--- src/rtl/rhp_pkg.sv ---
// Shared types and codes for the RTP header parser.
package rhp_pkg;

  // Parse phases of the byte sequencer
  typedef enum logic [2:0] {
    PH_FIXED   = 3'd0,
    PH_CSRC    = 3'd1,
    PH_EXTHEAD = 3'd2,
    PH_EXTBODY = 3'd3,
    PH_PAYLOAD = 3'd4
  } phase_t;

  // Result status codes
  typedef enum logic [2:0] {
    ST_HDR_OK      = 3'd0,
    ST_BAD_HDR     = 3'd1,
    ST_CSRC_CUT    = 3'd2,
    ST_EXTHEAD_CUT = 3'd3,
    ST_EXTBODY_CUT = 3'd4,
    ST_PAYLOAD     = 3'd5
  } status_t;

  localparam int unsigned PosW = 19;

  // One result item
  typedef struct packed {
    status_t           status;
    logic              padding;
    logic              extension;
    logic [3:0]        csrc_count;
    logic              marker;
    logic [6:0]        payload_type;
    logic [15:0]       sequence_res;
    logic [31:0]       timestamp;
    logic [31:0]       ssrc;
    logic [PosW-1:0]   header_length;
    logic [7:0]        payload_byte;
    logic              packet_done;
  } res_t;

endpackage

--- src/rtl/rtp_header_parser.sv ---
// RTP header parser: byte-serial fixed header, CSRC and extension decode with payload pass-through.
//
// Takes one packet byte per transfer, in wire order, with in_end_of_packet on the last
// byte. The fixed 12-byte header is decoded big-endian; the CSRC words and the header
// extension (4-byte head, then the body whose length in 32-bit words sits in the last two
// head bytes) are skipped. On the final header byte one status-0 result carries the
// decoded fields and the total header length; each later byte of the packet comes out as a
// status-5 payload result. A bad version (checked on the first byte) or a packet that
// ends inside the header gives one error result (status 1 to 4); when that byte is not the
// last one, the rest of the packet up to end of packet is dropped without results.
// Rate: one byte per clock while out_ready is high; output stalls hold the input. A byte
// passes an input register and the decode logic into the result register; the input is
// stalled only while the result register holds an untaken result. The decode for a
// byte finishes in the cycle it leaves the input register, so the next byte sees the
// updated parse state at once.
module rtp_header_parser (
  input  logic                     clk,
  input  logic                     rst_n,
  input  logic                     in_valid,
  output logic                     in_ready,
  input  logic [7:0]               in_data_byte,
  input  logic                     in_end_of_packet,
  output logic                     out_valid,
  input  logic                     out_ready,
  output logic [2:0]               out_status,
  output logic                     out_padding,
  output logic                     out_extension,
  output logic [3:0]               out_csrc_count,
  output logic                     out_marker,
  output logic [6:0]               out_payload_type,
  output logic [15:0]              out_sequence_res,
  output logic [31:0]              out_timestamp,
  output logic [31:0]              out_ssrc,
  output logic [rhp_pkg::PosW-1:0] out_header_length,
  output logic [7:0]               out_payload_byte,
  output logic                     out_packet_done
);
  import rhp_pkg::*;

  // Byte positions inside the fixed header
  localparam logic [PosW-1:0] PosSeq   = PosW'(2);
  localparam logic [PosW-1:0] PosTs    = PosW'(4);
  localparam logic [PosW-1:0] PosSsrc  = PosW'(8);
  localparam logic [PosW-1:0] PosLast  = PosW'(11);
  localparam logic [PosW-1:0] FixedLen = PosW'(12);

  // Input register
  logic            in_vld_r;
  logic [7:0]      byte_r;
  logic            eop_r;

  // Parse state
  phase_t          phase_r, phase_nxt;
  logic [PosW-1:0] pos_r, pos_nxt;
  logic            discard_r, discard_nxt;
  logic [15:0]     hdr_r, hdr_nxt;
  logic [15:0]     seq_r, seq_nxt;
  logic [31:0]     ts_r, ts_nxt;
  logic [31:0]     ssrc_r, ssrc_nxt;
  logic [7:0]      ewc_hi_r, ewc_hi_nxt;
  logic [PosW-1:0] hep_r, hep_nxt;

  // Result register
  logic            out_vld_r;
  res_t            res_r, res_nxt;

  logic            adv;
  logic            proc;
  logic            has_res;
  logic            emit_hdr;
  logic            err_flag;
  status_t         err_code;
  logic [PosW:0]   pos_inc;
  logic [15:0]     ewc_full;
  logic [1:0]      ext_k;

  // The result register can take a new value when empty or being drained
  assign adv      = !out_vld_r || out_ready;
  assign proc     = in_vld_r && adv;
  assign in_ready = !in_vld_r || adv;

  assign pos_inc  = {1'b0, pos_r} + (PosW+1)'(1);
  assign ewc_full = {ewc_hi_r, byte_r};
  assign ext_k    = pos_r[1:0] - hep_r[1:0];

  always_ff @(posedge clk) begin
    if (!rst_n) begin
      in_vld_r <= 1'b0;
    end else if (in_ready) begin
      in_vld_r <= in_valid;
    end
    if (in_valid && in_ready) begin
      byte_r <= in_data_byte;
      eop_r  <= in_end_of_packet;
    end
  end

  // Parse state register: advance only when the held byte is consumed
  always_ff @(posedge clk) begin
    if (!rst_n) begin
      phase_r   <= PH_FIXED;
      pos_r     <= '0;
      discard_r <= 1'b0;
    end else if (proc) begin
      phase_r   <= phase_nxt;
      pos_r     <= pos_nxt;
      discard_r <= discard_nxt;
    end
    if (proc) begin
      hdr_r    <= hdr_nxt;
      seq_r    <= seq_nxt;
      ts_r     <= ts_nxt;
      ssrc_r   <= ssrc_nxt;
      ewc_hi_r <= ewc_hi_nxt;
      hep_r    <= hep_nxt;
    end
  end

  // Next parse state and the result for the held byte
  always_comb begin
    phase_nxt   = phase_r;
    pos_nxt     = pos_r;
    discard_nxt = discard_r;
    hdr_nxt     = hdr_r;
    seq_nxt     = seq_r;
    ts_nxt      = ts_r;
    ssrc_nxt    = ssrc_r;
    ewc_hi_nxt  = ewc_hi_r;
    hep_nxt     = hep_r;
    res_nxt     = '0;
    has_res     = 1'b0;
    emit_hdr    = 1'b0;
    err_flag    = 1'b0;
    err_code    = ST_BAD_HDR;

    if (discard_r) begin
      // Drop bytes until the end of the bad packet
      if (eop_r) begin
        discard_nxt = 1'b0;
        phase_nxt   = PH_FIXED;
        pos_nxt     = '0;
      end
    end else begin
      unique case (phase_r)
        PH_FIXED: begin
          if (pos_r < PosSeq) begin
            hdr_nxt = {hdr_r[7:0], byte_r};
          end else if (pos_r < PosTs) begin
            seq_nxt = {seq_r[7:0], byte_r};
          end else if (pos_r < PosSsrc) begin
            ts_nxt = {ts_r[23:0], byte_r};
          end else begin
            ssrc_nxt = {ssrc_r[23:0], byte_r};
          end
          if (pos_r == '0 && byte_r[7:6] != 2'b10) begin
            err_flag = 1'b1;
            err_code = ST_BAD_HDR;
          end else if (pos_r >= PosLast) begin
            hep_nxt = FixedLen + PosW'({hdr_r[11:8], 2'b00});
            if (hdr_r[11:8] != 4'd0) begin
              phase_nxt = PH_CSRC;
              err_flag  = eop_r;
              err_code  = ST_CSRC_CUT;
            end else if (hdr_r[12]) begin
              phase_nxt = PH_EXTHEAD;
              err_flag  = eop_r;
              err_code  = ST_EXTHEAD_CUT;
            end else begin
              emit_hdr  = 1'b1;
              phase_nxt = PH_PAYLOAD;
            end
          end else if (eop_r) begin
            err_flag = 1'b1;
            err_code = ST_BAD_HDR;
          end
        end
        PH_CSRC: begin
          if (pos_inc >= {1'b0, hep_r}) begin
            if (hdr_r[12]) begin
              phase_nxt = PH_EXTHEAD;
              err_flag  = eop_r;
              err_code  = ST_EXTHEAD_CUT;
            end else begin
              emit_hdr  = 1'b1;
              phase_nxt = PH_PAYLOAD;
            end
          end else if (eop_r) begin
            err_flag = 1'b1;
            err_code = ST_CSRC_CUT;
          end
        end
        PH_EXTHEAD: begin
          if (ext_k == 2'd2) begin
            ewc_hi_nxt = byte_r;
          end
          if (ext_k == 2'd3) begin
            // Body length in words; total header end moves past head and body
            hep_nxt = hep_r + PosW'(4) + PosW'({ewc_full, 2'b00});
            if (ewc_full == 16'd0) begin
              emit_hdr  = 1'b1;
              phase_nxt = PH_PAYLOAD;
            end else begin
              phase_nxt = PH_EXTBODY;
              err_flag  = eop_r;
              err_code  = ST_EXTBODY_CUT;
            end
          end else if (eop_r) begin
            err_flag = 1'b1;
            err_code = ST_EXTHEAD_CUT;
          end
        end
        PH_EXTBODY: begin
          if (pos_inc >= {1'b0, hep_r}) begin
            emit_hdr  = 1'b1;
            phase_nxt = PH_PAYLOAD;
          end else if (eop_r) begin
            err_flag = 1'b1;
            err_code = ST_EXTBODY_CUT;
          end
        end
        PH_PAYLOAD: begin
          res_nxt.status       = ST_PAYLOAD;
          res_nxt.payload_byte = byte_r;
          has_res              = 1'b1;
        end
        default: begin
          res_nxt.status       = ST_PAYLOAD;
          res_nxt.payload_byte = byte_r;
          has_res              = 1'b1;
        end
      endcase

      if (emit_hdr) begin
        res_nxt.status        = ST_HDR_OK;
        res_nxt.padding       = hdr_nxt[13];
        res_nxt.extension     = hdr_nxt[12];
        res_nxt.csrc_count    = hdr_nxt[11:8];
        res_nxt.marker        = hdr_nxt[7];
        res_nxt.payload_type  = hdr_nxt[6:0];
        res_nxt.sequence_res  = seq_nxt;
        res_nxt.timestamp     = ts_nxt;
        res_nxt.ssrc          = ssrc_nxt;
        res_nxt.header_length = hep_nxt;
        has_res               = 1'b1;
      end
      if (err_flag) begin
        res_nxt.status = err_code;
        has_res        = 1'b1;
      end
      res_nxt.packet_done = has_res && eop_r;

      // Packet end restarts the parse; an error drops the rest of the packet
      if (eop_r) begin
        phase_nxt   = PH_FIXED;
        pos_nxt     = '0;
        discard_nxt = 1'b0;
      end else if (err_flag) begin
        discard_nxt = 1'b1;
      end else if (phase_nxt != PH_PAYLOAD) begin
        pos_nxt = pos_inc[PosW-1:0];
      end
    end
  end

  // Result register
  always_ff @(posedge clk) begin
    if (!rst_n) begin
      out_vld_r <= 1'b0;
    end else if (adv) begin
      out_vld_r <= proc && has_res;
    end
    if (proc && has_res) begin
      res_r <= res_nxt;
    end
  end

  assign out_valid         = out_vld_r;
  assign out_status        = res_r.status;
  assign out_padding       = res_r.padding;
  assign out_extension     = res_r.extension;
  assign out_csrc_count    = res_r.csrc_count;
  assign out_marker        = res_r.marker;
  assign out_payload_type  = res_r.payload_type;
  assign out_sequence_res  = res_r.sequence_res;
  assign out_timestamp     = res_r.timestamp;
  assign out_ssrc          = res_r.ssrc;
  assign out_header_length = res_r.header_length;
  assign out_payload_byte  = res_r.payload_byte;
  assign out_packet_done   = res_r.packet_done;

  // A dropped byte never produces a result
  a_discard_silent: assert property (@(posedge clk) disable iff (!rst_n)
    proc && discard_r |=> !out_vld_r)
    else $error("result produced while dropping a bad packet");

  // Every payload-phase byte becomes one payload result
  a_payload_passes: assert property (@(posedge clk) disable iff (!rst_n)
    proc && !discard_r && phase_r == PH_PAYLOAD |=> out_vld_r && res_r.status == ST_PAYLOAD)
    else $error("payload byte lost");

  // End of packet always restarts the parse at the fixed header
  a_eop_restart: assert property (@(posedge clk) disable iff (!rst_n)
    proc && eop_r |=> phase_r == PH_FIXED && pos_r == '0 && !discard_r)
    else $error("parser not restarted after end of packet");

  // The fixed header never runs past its last byte
  a_fixed_bound: assert property (@(posedge clk) disable iff (!rst_n)
    phase_r == PH_FIXED |-> pos_r <= PosLast)
    else $error("fixed header position out of range");

endmodule
--- config.mk ---
export PLATFORM = sky130hd
export DESIGN_NAME = rtp_header_parser
export DESIGN_NICKNAME = d
export VERILOG_FILES = /design/src/rtl/rhp_pkg.sv /design/src/rtl/rtp_header_parser.sv
export SDC_FILE = /design/constraint.sdc
export NUM_CORES = 1
export LEC_CHECK = 0
export BUFFER_PORTS_ARGS = -buffer_cell sky130_fd_sc_hd__buf_2
export CORE_ASPECT_RATIO = 0.7
export CORE_UTILIZATION = 32
export DETAILED_ROUTE_END_ITERATION = 10
export SYNTH_ARGS = -nofsm -noshare
export SYNTH_HDL_FRONTEND = slang
export SYNTH_SLANG_ARGS = --single-unit
--- constraint.sdc ---
create_clock -name clk -period 9.9 [get_ports clk]
set_input_delay 0.99 -clock clk [delete_from_list [all_inputs] [get_ports clk]]
set_output_delay 0.99 -clock clk [all_outputs]
set_load 0.01 [all_outputs]
==> flow_summary_export.csv <==
group,metric,value,unit
sta,setup-tns-final,0,ns
hold_path,hold_path_class,"flop to flop",
layout,final_nets,1186,
layout,postLayoutCellArea,15400,µm²
layout,layout-drive-gt1-share,0.282,
logic_synthesis,synth.net_count,1040,
layout,area.growth.synth_to_final,16.9,%
grt,grt_first_pass_wirelength,48900,µm
sta,timing.final.setup_violations,0,
clock_tree,cts-htree-levels,1,
placed_design,post-place-ws,3.94,ns
power_and_ir_drop,switching_share,0.219,
layout,stdcell_count,1675,
logic_synthesis,synth_top_flop_cell,"sky130_fd_sc_hd__edfxtp_1",
floorplanning,die-area,42000,µm²
grt,grtUsageTotal,0.153,
logic_synthesis,syn_avg_cell_area,13.5,µm²
power_and_ir_drop,power_density,169,nW/µm²
worst_setup_path,worstSetupEndpointType,"flop",
logic_synthesis,synthArstFlopShare,0,
sta,post-route-period-util,0.596,
clock_tree,clockRootBuffer,"sky130_fd_sc_hd__clkbuf_16",
placed_design,dp.final_hpwl,21800,µm
logic_synthesis,synthCells,972,
grt,number_of_antenna_violations_at_the_first_check_in_global_routing,1,
route,route.final.wire_length,32100,µm
floorplanning,initial_core_utilization,0.328,
clock_tree,tritoncts_sinks,280,
placed_design,post-place-cells,1622,
power_and_ir_drop,p_switching,0.570,mW
power_and_ir_drop,power.ir.vdd_worst,0.000133,V
logic_synthesis,mappedNetlistArea,13200,µm²
sta,timing.final.hold_violations,0,
worst_setup_path,r2r_slack,4.00,ns
layout,num_antenna_cells,0,
clock_tree,cts.repair_timing.setup_buffer_count,0,
job,max_cap_viol_count,0,
route,via_per_inst,4.85,
floorplanning,fp.coreArea,40100,µm²
logic_synthesis,synth-edff-count,255,
sta,worst_slew_margin_rel,0.284,
logic_synthesis,ys_top_cells_by_area,"sky130_fd_sc_hd__edfxtp_1 58%, sky130_fd_sc_hd__mux2_2 7.4%, sky130_fd_sc_hd__nor2b_1 5.6%",
placed_design,count_of_port_buffers_added_during_placement,139,
worst_setup_path,critPathRequiredTime,10.08,ns
run_status,outcome,"complete, no violations",
floorplanning,floorplan.io_pins,140,
clock_tree,hold_buffers,0,
clock_tree,cts-buffers-inserted,29,
placed_design,dpl_cell_area,14400,µm²
grt,global_route.overflow_total,0,
sta,grt_setup_unrepaired,"false",
sta,timing.final.crit_period,5.90,ns
route,route.detailed.wl_per_inst,19.2,µm
clock_tree,clk_transition_reported_paths,0.06,ns
floorplanning,floorplan.die.height,172,µm
clock_tree,postCtsResizedCells,0,
sta,worst_slack,4.00,ns
logic_synthesis,ys_warn_count,0,
logic_synthesis,yosysUniqueCellTypes,64,
logic_synthesis,synth_sequential_area_ratio,0.620,
route,via_count,8132,
logic_synthesis,synthDominantCellAreaShare,0.582,
clock_tree,tritoncts,"done",
placed_design,global_placement_routability_congestion,0.892,
logic_synthesis,synth_top_cell_by_area,"sky130_fd_sc_hd__edfxtp_1",
route,dr.pass1.iters,5,
logic_synthesis,synth.ff_latch_count,280,
worst_setup_path,cp_launch_type,"flop",
worst_setup_path,timing.critical_path.fanout_max,59,
power_and_ir_drop,power_frac_seq,0.515,
clock_tree,worstSkewPairLatency,0.56,ns
worst_setup_path,cp_data_arrival_time,6.08,ns
clock_tree,cts_buffer_depth,3,
floorplanning,die_w,244,µm
power_and_ir_drop,combinationalPowerShare,0.050,
grt,grt_max_degree,79,
sta,worstMarginPinSlew,1.07,ns
sta,skew,0.0201,ns
power_and_ir_drop,share_clk_of_total_power,0.435,
sta,clock.fmax,0.169,GHz
route,drt_iter0_markers,571,
floorplanning,rows,61,
grt,via_count_of_the_first_global_routing_pass,7868,
route,route.antenna.remaining_nets,0,
power_and_ir_drop,cellLeakagePower,5.59,nW
sta,timing.final.max_slew_violations,0,
worst_setup_path,critical_path_class,"flop to flop",
route,drc,0,
power_and_ir_drop,cellInternalPower,2.03,mW
registers in the layout (all words and copies together) (netlist names), 3 cells and up:
register and cells:
out_status 3, out_payload_byte 8, hep_r 19, ewc_hi_r 8
out_sequence_res 16, out_timestamp 32, seq_r 16, out_ssrc 32
ts_r 32, out_payload_type 7, hdr_r 14, out_header_length 19
out_csrc_count 4, pos_r 19, byte_r 8, ssrc_r 32
phase_r 3
Yosys cell counts, drive strengths merged, types with 5 or more instances:
master and instances:
buf 17, nor2b 117, o21ai 52, o31ai 5, a31oi 6, nor4 8, or3 5, ha 54
clkbuf 19, a21oi 27, nor3 13, mux2 86, nand2 62, dfxtp 25, inv 43, nand2b 5
nand3 29, and3 12, nor2 31, xnor2 17, nand4 8, a21boi 7, xor2 12, edfxtp 255
a21o 5, and2 7
placed cells by master, fill, tap and decap left out, types with 16 or more instances in the layout:
| master | n |
|---|---|
| sky130_fd_sc_hd__edfxtp_1 | 255 |
| sky130_fd_sc_hd__dfxtp_1 | 25 |
| sky130_fd_sc_hd__nor2_1 | 30 |
| sky130_fd_sc_hd__nor2b_1 | 117 |
| sky130_fd_sc_hd__inv_1 | 42 |
| sky130_fd_sc_hd__mux2_2 | 86 |
| sky130_fd_sc_hd__o21ai_0 | 31 |
| sky130_fd_sc_hd__xnor2_1 | 17 |
| sky130_fd_sc_hd__nand3_1 | 17 |
| sky130_fd_sc_hd__a21oi_1 | 27 |
| sky130_fd_sc_hd__o21ai_2 | 16 |
| sky130_fd_sc_hd__clkbuf_16 | 29 |
| sky130_fd_sc_hd__buf_2 | 139 |
| sky130_fd_sc_hd__ha_1 | 54 |
| sky130_fd_sc_hd__nand2_1 | 62 |
path summary, 6_finish.rpt:
kind / startpoint / end / cells past startpoint
worst max register to register: pos_r[1] / out_sequence_res[13] / 16
worst min register to register: pos_r[9] / pos_r[9] / 2
worst min-delay path: pos_r[9] / pos_r[9] / 2
worst max-delay path: pos_r[1] / out_sequence_res[13] / 16
cell families (layout without fill, tap and decap cells):
group / count (synthesis) / count (layout) / synth area share
AO/OA/AOI/OAI: 136 / 136 / 0.0720
XOR/XNOR: 30 / 30 / 0.0210
adder cells (fa/ha/maj): 55 / 55 / 0.0529
buffers and inverters: 79 / 247 / 0.0306
flip-flops: 280 / 280 / 0.620
multiplexers: 86 / 86 / 0.0736
AND/OR/NAND/NOR: 306 / 306 / 0.130
through the flow:
stage / total power [mW] / util / hold WS (ns)
6_report: 2.60 / 0.383 / 0.496
4_1_cts: 2.63 / 0.383 / 0.492
2_1_floorplan: 1.45 / - / 0.463
3_3_place_gp: 1.50 / 0.359 / 0.482
5_1_grt: 2.69 / 0.383 / 0.522
3_5_place_dp: 1.50 / 0.359 / 0.483
critical path, cell delays in order, from the launching register on:
cell and delay (ns):
sky130_fd_sc_hd__dfxtp_1 0.47, sky130_fd_sc_hd__ha_1 0.32, sky130_fd_sc_hd__and3_1 0.23, sky130_fd_sc_hd__nand2_1 0.10, sky130_fd_sc_hd__nor3_1 0.50, sky130_fd_sc_hd__nand3_1 0.19, sky130_fd_sc_hd__xnor2_1 0.22, sky130_fd_sc_hd__ha_1 0.28
sky130_fd_sc_hd__nand3_1 0.11, sky130_fd_sc_hd__nand2b_1 0.17, sky130_fd_sc_hd__o2111ai_4 0.16, sky130_fd_sc_hd__nor2_1 0.15, sky130_fd_sc_hd__o21a_1 0.27, sky130_fd_sc_hd__nand3_1 0.22, sky130_fd_sc_hd__a31oi_4 0.64, sky130_fd_sc_hd__buf_4 0.67
sky130_fd_sc_hd__buf_4 0.73
layout make-up:
| type | instances | area (µm²) |
|---|---|---|
| fillers | 3876 | 24800 |
| flip-flops and latches | 280 | 8160 |
| multi-input cells | 613 | 4650 |
| repair buffers | 151 | 786 |
| clock buffers | 34 | 744 |
| well taps | 535 | 669 |
| clock inverters | 19 | 224 |
| inverters | 43 | 164 |
metal layers:
metal  up-vias  global-route usage  wire (µm)
li1       3882                   -          -
met1      3987               0.235      16200
met2       230               0.215      12900
met3        33              0.0362       2440
met4         0              0.0310        516
met5         -                   0          0
power groups by stage:
stage | Sequential (mW) | Clock, mW | Combinational, mW
floorplan | 1.38 | 0 | 0.0682
global placement | 1.37 | 0 | 0.130
detailed placement | 1.37 | 0 | 0.132
CTS | 1.34 | 1.16 | 0.132
global route | 1.34 | 1.21 | 0.143
finish | 1.34 | 1.13 | 0.130
Power figures use the tool's default switching activity.
